$ cat src/rtl/updc_pkg.sv
package updc_pkg;

    localparam logic OP_TICK = 1'b0;
    localparam logic OP_BYTE = 1'b1;

    localparam logic KIND_BODY    = 1'b0;
    localparam logic KIND_VERDICT = 1'b1;

    localparam logic [1:0] VERDICT_GOOD     = 2'd0;
    localparam logic [1:0] VERDICT_CRC_ERR  = 2'd1;
    localparam logic [1:0] VERDICT_OVERFLOW = 2'd2;

    localparam logic [15:0] TIMEOUT_RESET = 16'd1000;
    localparam logic [15:0] TIMER_MAX     = 16'hFFFF;

    // Contribution of each bit of (crc ^ byte) to the next CRC-8, polynomial 0x07.
    localparam logic [7:0] CRC_TERMS [8] = '{
        8'h07, 8'h0E, 8'h1C, 8'h38, 8'h70, 8'hE0, 8'hC7, 8'h89
    };

    typedef struct packed {
        logic        kind;
        logic [7:0]  body_byte;
        logic [5:0]  body_index;
        logic [7:0]  command;
        logic [15:0] body_length;
        logic [1:0]  verdict;
    } res_t;

    function automatic logic [7:0] crc8_add(input logic [7:0] crc, input logic [7:0] b);
        logic [7:0] x;
        logic [7:0] r;
        x = crc ^ b;
        r = 8'h00;
        for (int i = 0; i < 8; i++)
        begin
            if (x[i])
            begin
                r = r ^ CRC_TERMS[i];
            end
        end
        return r;
    endfunction

endpackage

$ cat src/rtl/updc_parser.sv
module updc_parser #(
    parameter int BUFFER_BYTES = 64
) (
    input  logic               clk,
    input  logic               rst_n,
    input  logic               in_valid,
    output logic               in_stall,
    input  logic               opcode,
    input  logic [7:0]         rx_byte,
    input  logic               cfg_we,
    input  logic [15:0]        cfg_wdata,
    input  logic               buf_full,
    output logic               push,
    output updc_pkg::res_t     push_data
);
    import updc_pkg::*;

    localparam int SEEN_W = $clog2(BUFFER_BYTES + 1);

    logic              s1_valid_reg, s1_valid_next;
    logic              s1_op_reg;
    logic [7:0]        s1_byte_reg;
    logic [15:0]       timeout_reg;
    logic [SEEN_W-1:0] seen_reg, seen_next;
    logic [7:0]        cmd_reg, cmd_next;
    logic [15:0]       len_reg, len_next;
    logic [7:0]        crc_reg, crc_next;
    logic [15:0]       timer_reg, timer_next;

    logic              accept;
    logic              fire;
    logic              has_res;
    res_t              res;
    logic [SEEN_W-1:0] pos;
    logic [7:0]        crc_cur;
    logic [6:0]        pos_ext;

    assign in_stall = s1_valid_reg & buf_full;
    assign accept   = in_valid & ~in_stall;
    assign fire     = s1_valid_reg & ~buf_full;

    always_comb
    begin
        s1_valid_next = s1_valid_reg;
        if (accept)
        begin
            s1_valid_next = 1'b1;
        end
        else if (fire)
        begin
            s1_valid_next = 1'b0;
        end
    end

    always_comb
    begin
        seen_next  = seen_reg;
        cmd_next   = cmd_reg;
        len_next   = len_reg;
        crc_next   = crc_reg;
        timer_next = timer_reg;
        has_res    = 1'b0;
        res        = '0;
        pos        = seen_reg;
        crc_cur    = crc_reg;
        pos_ext    = 7'(seen_reg);

        if (s1_op_reg == OP_TICK)
        begin
            if (timer_reg != TIMER_MAX)
            begin
                timer_next = timer_reg + 16'd1;
            end
        end
        else
        begin
            // A long gap drops the partial packet silently.
            if (timer_reg > timeout_reg)
            begin
                pos     = '0;
                crc_cur = 8'h00;
            end
            pos_ext    = 7'(pos);
            timer_next = 16'd0;

            if (32'(pos) >= BUFFER_BYTES)
            begin
                has_res          = 1'b1;
                res.kind         = KIND_VERDICT;
                res.command      = cmd_reg;
                res.body_length  = len_reg;
                res.verdict      = VERDICT_OVERFLOW;
                seen_next        = '0;
                crc_next         = 8'h00;
            end
            else
            begin
                seen_next = pos + SEEN_W'(1);
                crc_next  = crc8_add(crc_cur, s1_byte_reg);
                if (pos_ext == 7'd0)
                begin
                    cmd_next = s1_byte_reg;
                    len_next = 16'd0;
                end
                else if (pos_ext == 7'd1)
                begin
                    len_next = {s1_byte_reg, 8'h00};
                end
                else if (pos_ext == 7'd2)
                begin
                    len_next = {len_reg[15:8], s1_byte_reg};
                end
                else if (17'(pos_ext) < (17'(len_reg) + 17'd3))
                begin
                    has_res        = 1'b1;
                    res.kind       = KIND_BODY;
                    res.body_byte  = s1_byte_reg;
                    res.body_index = 6'(pos_ext - 7'd3);
                end
                else
                begin
                    has_res         = 1'b1;
                    res.kind        = KIND_VERDICT;
                    res.command     = cmd_reg;
                    res.body_length = len_reg;
                    res.verdict     = (s1_byte_reg == crc_cur) ? VERDICT_GOOD
                                                               : VERDICT_CRC_ERR;
                    seen_next       = '0;
                    crc_next        = 8'h00;
                end
            end
        end
    end

    assign push      = fire & has_res;
    assign push_data = res;

    always_ff @(posedge clk or negedge rst_n)
    begin
        if (!rst_n)
        begin
            s1_valid_reg <= 1'b0;
            timeout_reg  <= TIMEOUT_RESET;
            seen_reg     <= '0;
            cmd_reg      <= 8'h00;
            len_reg      <= 16'd0;
            crc_reg      <= 8'h00;
            timer_reg    <= 16'd0;
        end
        else
        begin
            s1_valid_reg <= s1_valid_next;
            if (cfg_we)
            begin
                timeout_reg <= cfg_wdata;
            end
            if (fire)
            begin
                seen_reg  <= seen_next;
                cmd_reg   <= cmd_next;
                len_reg   <= len_next;
                crc_reg   <= crc_next;
                timer_reg <= timer_next;
            end
        end
    end

    always_ff @(posedge clk)
    begin
        if (accept)
        begin
            s1_op_reg   <= opcode;
            s1_byte_reg <= rx_byte;
        end
    end

endmodule

$ cat src/rtl/updc_outbuf.sv
module updc_outbuf (
    input  logic           clk,
    input  logic           rst_n,
    input  logic           push,
    input  updc_pkg::res_t push_data,
    output logic           full,
    output logic           out_valid,
    input  logic           out_stall,
    output updc_pkg::res_t out_data
);
    import updc_pkg::*;

    res_t       mem [2];
    logic       wr_ptr_reg, wr_ptr_next;
    logic       rd_ptr_reg, rd_ptr_next;
    logic [1:0] count_reg, count_next;
    logic       pop;

    assign full      = (count_reg == 2'd2);
    assign out_valid = (count_reg != 2'd0);
    assign pop       = out_valid & ~out_stall;
    assign out_data  = mem[rd_ptr_reg];

    always_comb
    begin
        wr_ptr_next = wr_ptr_reg ^ push;
        rd_ptr_next = rd_ptr_reg ^ pop;
        count_next  = count_reg + 2'(push) - 2'(pop);
    end

    always_ff @(posedge clk or negedge rst_n)
    begin
        if (!rst_n)
        begin
            wr_ptr_reg <= 1'b0;
            rd_ptr_reg <= 1'b0;
            count_reg  <= 2'd0;
        end
        else
        begin
            wr_ptr_reg <= wr_ptr_next;
            rd_ptr_reg <= rd_ptr_next;
            count_reg  <= count_next;
        end
    end

    always_ff @(posedge clk)
    begin
        if (push)
        begin
            mem[wr_ptr_reg] <= push_data;
        end
    end

endmodule

$ cat src/rtl/uart_packet_deframer_crc8.sv
// Serial packet deframer with CRC-8 (polynomial 0x07, initial value 0). Each input beat is
// either a millisecond tick (opcode 0) or one received byte (opcode 1). Bytes are parsed as
// a command byte, a big-endian 16-bit body length, the body and a CRC-8 over everything
// before it. Every body byte leaves as a beat with kind 0 and its index within the body
// (modulo 64); the CRC byte yields a verdict beat with kind 1 (good or CRC mismatch) that
// carries the command and the length. A packet that would need more than BUFFER_BYTES bytes
// ends in an overflow verdict on the byte that does not fit, and that byte is dropped. When
// more than timeout_ms ticks pass between two bytes, the later byte starts a new packet and
// the dropped one gives no verdict. Rate: one input beat per clock cycle while in_stall is
// low. The beat is held in an input register, the CRC, counters and header fields are
// updated from it, and the result lands in a two-entry output queue that presents it on
// the outputs. The queue's registered full flag is the only thing that holds the input
// back, so a stalled output does not cost throughput until the queue fills. Ticks and
// header bytes produce no output beat. timeout_ms resets to 1000 and is written through
// cfg_we and cfg_wdata; the user must write it only while the block is idle, which the
// block itself does not enforce.
module uart_packet_deframer_crc8 #(
    parameter int BUFFER_BYTES = 64
) (
    input  logic        clk,
    input  logic        rst_n,
    input  logic        in_valid,
    output logic        in_stall,
    input  logic        opcode,
    input  logic [7:0]  rx_byte,
    output logic        out_valid,
    input  logic        out_stall,
    output logic        kind,
    output logic [7:0]  body_byte,
    output logic [5:0]  body_index,
    output logic [7:0]  command,
    output logic [15:0] body_length,
    output logic [1:0]  verdict,
    input  logic        cfg_we,
    input  logic [15:0] cfg_wdata
);
    import updc_pkg::*;

    logic buf_full;
    logic push;
    res_t push_data;
    res_t out_data;

    // Input register, parse state and the per-beat update.
    updc_parser #(
        .BUFFER_BYTES(BUFFER_BYTES)
    ) u_parser (
        .clk       (clk),
        .rst_n     (rst_n),
        .in_valid  (in_valid),
        .in_stall  (in_stall),
        .opcode    (opcode),
        .rx_byte   (rx_byte),
        .cfg_we    (cfg_we),
        .cfg_wdata (cfg_wdata),
        .buf_full  (buf_full),
        .push      (push),
        .push_data (push_data)
    );

    // Result queue that decouples the output handshake from the parser.
    updc_outbuf u_outbuf (
        .clk       (clk),
        .rst_n     (rst_n),
        .push      (push),
        .push_data (push_data),
        .full      (buf_full),
        .out_valid (out_valid),
        .out_stall (out_stall),
        .out_data  (out_data)
    );

    assign kind        = out_data.kind;
    assign body_byte   = out_data.body_byte;
    assign body_index  = out_data.body_index;
    assign command     = out_data.command;
    assign body_length = out_data.body_length;
    assign verdict     = out_data.verdict;

endmodule
$ cat config.mk
export PLATFORM = sky130hd
export DESIGN_NAME = uart_packet_deframer_crc8
export DESIGN_NICKNAME = d
export VERILOG_FILES = /design/src/rtl/updc_pkg.sv /design/src/rtl/updc_parser.sv /design/src/rtl/updc_outbuf.sv /design/src/rtl/uart_packet_deframer_crc8.sv
export SDC_FILE = /design/constraint.sdc
export NUM_CORES = 1
export LEC_CHECK = 0
export BUFFER_PORTS_ARGS = -buffer_cell sky130_fd_sc_hd__buf_2
export CORE_AREA = 3 3 159 161
export CTS_CLUSTER_DIAMETER = 40
export DETAILED_ROUTE_END_ITERATION = 12
export DIE_AREA = 0 0 162 164
export PLACE_DENSITY = 0.55
export SYNTH_ARGS = -nofsm -noshare
export SYNTH_HDL_FRONTEND = slang
export SYNTH_SLANG_ARGS = --single-unit
export TNS_END_PERCENT = 50
$ cat constraint.sdc
create_clock -name clk -period 4.5 [get_ports clk]
set_clock_uncertainty 0.2 [all_clocks]
set_input_delay 0.9 -clock clk [delete_from_list [all_inputs] [get_ports clk]]
set_output_delay 0.9 -clock clk [all_outputs]
set_load 0.05 [all_outputs]
==> flow_summary.yaml, run 1 <==
outcome:
  outcome: "finished clean"
worst_setup_path:
  path_max_fanout: 22
  path_class: "reg2reg"
  critPathLaunchType: "flop"
  ff2ff_path_depth: 18
  r2r-end: "u_outbuf.mem[0][19]"
  worst_setup_path_end_kind: "flop"
  arrival_ps: 4460
  timing.rr.start: "u_parser.timeout_reg[6]"
  cp.required_ps: 4580
  r2r_slack_ps: 120
yosys:
  ys_seq_area_frac: 0.557
  synthDistinctLibCells: 65
  synth_edf_count: 91
  syn_area_per_cell_sq_um: 11.9
  synthCells: 702
  ys_warn_count: 0
  synth-main-ff-cell: "edfxtp_1"
  synth-seq-cells: 167
  synthesis.area_sq_mm: 0.00833
  async_flop_share: 0.455
  synth_nets: 765
timing:
  slew_viol_final: 0
  min_period_ps: 4380
  rsz0062_at_grt: "yes"
  max_freq_ghz: 0.229
  post-route-period-util: 0.972
  setup_ws_ps: 124
  final-hold-violation-count: 0
  maxSlewHeadroom: 0.335
  worstMarginPinSlew_ps: 998
  finalSetupViolCount: 0
  fin_setup_tns_ps: 0
floorplanning:
  rows: 57
  ios: 73
  fp.coreArea_sq_mm: 0.0241
  die_y_microns: 164
  die-area_sq_mm: 0.0266
  start_util: 0.346
  die_x_microns: 162
clocking:
  cts_buffer_depth: 2
  htree_levels: 4
  path_clk_slew_ps: 70
  cts_tree: "done"
  ctsHoldBuffers: 0
  clk_latency_ps: 430
  cts_buffers: 17
  cts.sinks: 167
  cts_root_buffer: "clkbuf_16"
power_and_ir_drop:
  ir_drop_uv: 308
  finalPower_mw: 7.01
  power_leakage_nw: 4.19
  p_per_area_mw_per_mm2: 697
min_path:
  whs_endpoint: "u_parser.crc_reg[0]"
  min_path_type: "reg2reg"
  hp-start: "u_parser.crc_reg[0]"
  min_path_cells: 2
cells_and_area:
  final_common_cell: "edfxtp_1"
  drive_gt1_frac: 0.304
  antenna_cells: 0
  areaGrowthSynthToFinish_pct: 20.8
  largest_reg_flops: 82
  design_area_sq_mm: 0.0101
  final_core_util: 0.418
  layout_common_cells: "edfxtp_1 (91), buf_2 (71), dfrtp_1 (69)"
  fin_nets: 856
  largest_register: "u_outbuf.mem"
place:
  dpl.hpwl_microns: 12700
  dp_worst_setup_slack_ps: -29.2
  dpl_cell_area_sq_mm: 0.00926
  io_buffer_count: 72
  finalWeightedCongestion: 0.860
drt:
  viasPerCell: 4.90
  routed_wl_microns: 18900
  drtAntennaViolNets: 0
  vias: 5541
  wire_per_inst_microns: 16.7
  drt_first_pass_iters: 4
  drt_iter0_markers: 265
  drc: 0
grt:
  grt_max_degree: 77
  grt_pass1_wl_microns: 30000
  antenna_found_initial: 0
  grt.total_usage: 0.145
  grt_pass1_vias: 5453
  gr-total-overflow: 0
job:
  maxCapViolCount: 0
cells by family (layout without fill, tap and decap cells):
group | Yosys count | in the layout | synth area share
AND/OR/NAND/NOR | 206 | 206 | 0.130
flip-flops | 167 | 167 | 0.557
AO/OA/AOI/OAI | 121 | 121 | 0.101
buffers and inverters | 69 | 173 | 0.0348
XOR/XNOR | 56 | 56 | 0.0598
multiplexers | 50 | 50 | 0.0676
adder cells (fa/ha/maj) | 33 | 33 | 0.0496
critical path: stages, from the launching register on:
cell and delay (ps):
dfstp_2 530, inv_2 50, ha_4 250, nand4_1 150, or4_4 540, a21o_1 200
and4b_2 240, nor2_2 100, nor2_1 60, ha_1 320, nand3_2 90, o21bai_1 150
a211oi_1 200, o21ba_2 200, a211oi_4 250, o31ai_4 100, o21ai_4 200, buf_12 200
and3_1 190
power by group:
part	internal, mW	switching (mW)
clock network	0.848	0.624
logic	1.31	1.83
registers	2.05	0.342
total	4.21	2.80
worst max-delay path by stage:
stage | endpoint | slack (ps) | start
after floorplan | u_outbuf.mem[1][0] | -210 | u_parser.timer_reg[14]
after global placement | u_outbuf.mem[0][35] | 40 | u_parser.timeout_reg[9]
after detailed placement | u_outbuf.mem[1][37] | -30 | u_parser.timeout_reg[7]
after CTS | u_outbuf.mem[1][37] | 3 | u_parser.timeout_reg[7]
after global routing | u_outbuf.mem[0][25] | -90 | u_parser.timeout_reg[6]
final | u_outbuf.mem[0][19] | 120 | u_parser.timeout_reg[6]
repair_timing:
item	4_1_cts	5_1_grt
cloned	0	1
pin swaps	0	17
gates resized for setup	1	41
buffers inserted	0	4
endpoints found under the setup margin	20	172
cell usage after synthesis, types with 4 or more instances:
| cell type | n | area share |
|---|---|---|
| and3_1 | 29 | 0.022 |
| nor2b_1 | 7 | 0.0053 |
| o21ai_0 | 29 | 0.017 |
| a21boi_0 | 4 | 0.0036 |
| nand3_1 | 14 | 0.0084 |
| nand2_1 | 56 | 0.025 |
| a22o_1 | 16 | 0.017 |
| xor2_1 | 28 | 0.029 |
| nor2_1 | 35 | 0.016 |
| nor3_1 | 8 | 0.0048 |
| a21o_1 | 5 | 0.0045 |
| o31ai_1 | 9 | 0.0081 |
| or4_1 | 4 | 0.0036 |
| a211oi_1 | 6 | 0.0054 |
| edfxtp_1 | 91 | 0.33 |
| clkbuf_1 | 26 | 0.012 |
| xnor2_1 | 27 | 0.028 |
| and2_1 | 16 | 0.012 |
| dfrtp_1 | 70 | 0.21 |
| nand4b_1 | 4 | 0.0042 |
| nand4_1 | 12 | 0.0090 |
| ha_1 | 33 | 0.050 |
| dfstp_2 | 6 | 0.019 |
| a21oi_1 | 22 | 0.013 |
| mux2_2 | 50 | 0.068 |
| inv_1 | 33 | 0.015 |
routing by layer:
metal | up-vias | track usage | routed length (microns)
met5 | - | 0 | 0
met4 | 0 | 0.0287 | 112
met3 | 7 | 0.0310 | 574
met2 | 77 | 0.237 | 9060
met1 | 2736 | 0.200 | 9160
li1 | 2721 | - | -
layout make-up:
| type | instances | area (sq um) |
|---|---|---|
| multi-input cells | 466 | 3580 |
| inverters | 33 | 124 |
| clock buffers | 21 | 450 |
| clock inverters | 11 | 139 |
| fillers | 2313 | 14000 |
| well taps | 324 | 405 |
| repair buffers | 108 | 721 |
| flip-flops and latches | 167 | 4640 |
through the flow:
step / hold slack (ps) / cells
2_1_floorplan: 245 / 702
3_3_place_gp: 268 / 1096
3_5_place_dp: 269 / 1096
4_1_cts: 284 / 1128
5_1_grt: 308 / 1130
6_report: 287 / 1130
No activity file was read; power rests on OpenSTA's default activity.
==> run 2: changes to the inputs <==
- ABC_AREA: not set -> 0
- CORE_AREA: 3 3 159 161 -> 3 3 171 173
- DIE_AREA: 0 0 162 164 -> 0 0 174 176
- PLACE_DENSITY: 0.55 -> 0.49
==> run 2 against run 1 <==
Compared with the run above: combinational power up 6%; flip-flop and latch count is the same; largest power group unchanged; core utilization shrank 4.7 points; global-route usage down 1.2 points; fmax down 1.6%; clock-buffer cell count shrank 3; setup slack worse by 69 ps; critical path type unchanged; die area rose by 15%; routed wire length grew 5.6%.
==> flow_summary.yaml, run 2 (synthesis gave the netlist of run 1 again) <==
outcome:
  outcome: "finished clean"
power_and_ir_drop:
  swShare: 0.403
  power_leakage_nw: 4.21
  clock_power_share: 0.205
  power_frac_comb: 0.459
  ir_drop_uv: 378
  finalPower_mw: 7.22
  switchingPower_mw: 2.91
  p_int_mw: 4.31
  seq_power_share: 0.335
  p_per_area_mw_per_mm2: 702
timing:
  rsz0062_at_grt: "yes"
  max_freq_ghz: 0.225
  finalSetupViolCount: 0
  setup_ws_ps: 55.0
  final-hold-violation-count: 0
  post-route-period-util: 0.988
  slew_viol_final: 0
  maxSlewHeadroom: 0.284
  min_period_ps: 4450
  fin_setup_tns_ps: 0
  hold_slack_ps: 283
  worstMarginPinSlew_ps: 1070
worst_setup_path:
  r2r-end: "u_outbuf.mem[0][8]"
  cp.required_ps: 4480
  timing.rr.start: "u_parser.timeout_reg[7]"
  ff2ff_path_depth: 18
  worst_setup_path_end_kind: "flop"
  path_class: "reg2reg"
  critPathLaunchType: "flop"
  path_max_fanout: 7
  arrival_ps: 4420
  startpoint: "u_parser.timeout_reg[7]"
  r2r_slack_ps: 50
  endpoint: "u_outbuf.mem[0][8]"
drt:
  drc: 0
  wire_per_inst_microns: 16.8
  drt_first_pass_iters: 5
  drtAntennaViolNets: 0
  routed_wl_microns: 20000
  drt_iter0_markers: 353
  vias: 5560
  viasPerCell: 4.67
cells_and_area:
  fin_nets: 863
  antenna_cells: 0
  finalNonFillerCells: 1191
  final_common_cell: "edfxtp_1"
  design_area_sq_mm: 0.0103
  areaGrowthSynthToFinish_pct: 23.4
  fillCellCount: 2802
  largest_reg_flops: 82
  layout_common_cells: "edfxtp_1 (91), buf_2 (71), dfrtp_1 (69)"
  largest_register: "u_outbuf.mem"
  drive_gt1_frac: 0.327
  final_core_util: 0.370
place:
  dpl_cell_area_sq_mm: 0.00936
  place_inst: 1153
  dpl.hpwl_microns: 13400
  finalWeightedCongestion: 0.803
  io_buffer_count: 72
  dp_worst_setup_slack_ps: -73.4
job:
  maxCapViolCount: 0
grt:
  gr-total-overflow: 0
  antenna_found_initial: 0
  grt.total_usage: 0.133
  grt_pass1_wl_microns: 32000
  grt_pass1_vias: 5616
  grt_max_degree: 53
clocking:
  path_clk_slew_ps: 80
  ctsHoldBuffers: 0
  cts_buffer_depth: 2
  cts.sinks: 167
  cts_root_buffer: "clkbuf_16"
  cts_buffers: 17
  cts_tree: "done"
  clk_latency_ps: 430
  htree_levels: 4
floorplanning:
  start_util: 0.300
  die_y_microns: 176
  die_x_microns: 174
  die-area_sq_mm: 0.0306
  fp.coreArea_sq_mm: 0.0278
  rows: 61
  ios: 73
min_path:
  min_path_type: "reg2reg"
  min_path_cells: 2
-- run 2: cell types whose count changed in the layout (fill, tap and decap cells not counted), moves of 2 or more --
| cell | delta |
|---|---|
| buf_6 | +3 |
| clkbuf_1 | -2 |
| ha_4 | +2 |
| buf_4 | +3 |
| and3_4 | +7 |
| ha_1 | -2 |
| clkinv_8 | +3 |
| and3_1 | -7 |
| inv_6 | -2 |
| inv_8 | +2 |
| a21boi_1 | +2 |
| nand2_1 | -2 |
| buf_12 | +2 |
-- run 2: worst min-delay path by stage --
stage | start | end | slack [ps]
floorplan | u_parser.crc_reg[0] | u_parser.crc_reg[0] | 250
global placement | u_parser.crc_reg[0] | u_parser.crc_reg[0] | 270
detailed placement | u_parser.crc_reg[0] | u_parser.crc_reg[0] | 270
CTS | u_parser.crc_reg[0] | u_parser.crc_reg[0] | 290
global route | u_parser.crc_reg[0] | u_parser.crc_reg[0] | 310
finish | u_parser.crc_reg[0] | u_parser.crc_reg[0] | 280
-- run 2: layer usage --
metal | vias to the layer above | routed length, microns | GRT usage
met3 | 16 | 609 | 0.0267
met1 | 2707 | 9810 | 0.186
met5 | - | 0 | 0
li1 | 2741 | - | -
met4 | 0 | 193 | 0.0322
met2 | 96 | 9340 | 0.212
-- run 2: timing repair --
action	CTS	global route
setup endpoints to repair	82	174
resized for setup	4	51
cloned	0	1
endpoints found under the hold margin	0	0
setup buffers	0	6
pin swaps	1	19
-- run 2: power groups by stage --
stage                     clock network, mW  registers, mW  logic [mW]
after floorplan                           0           2.22        2.34
after global placement                    0           2.45        2.98
after detailed placement                  0           2.46        2.97
after CTS                              1.52           2.43        3.00
after global routing                   1.59           2.48        3.60
final                                  1.48           2.42        3.32
-- run 2: area by class of cell --
class / instances / area [sq um] / share of cell area
multi-input combinational: 466 / 3640 / 0.354
inverter: 33 / 124 / 0.0120
clock buffer: 18 / 429 / 0.0417
sequential: 167 / 4640 / 0.452
timing repair buffer: 115 / 802 / 0.0780
clock inverter: 14 / 168 / 0.0163
tap: 378 / 473 / 0.0460
-- run 2: worst max-delay path, cell delays in order, from the launching register on --
cell       delay (ps)
dfstp_2           530
inv_2              50
ha_4              260
nand4_1           130
or4_4             540
a21o_1            200
and4b_2           250
nor2_2            120
nor2_2             70
ha_4              220
or2_2             280
a21oi_2           180
o21ba_2           170
a211oi_4           50
o31ai_4           340
o21ai_4           100
buf_12            150
clkbuf_16         150
and3_1            190
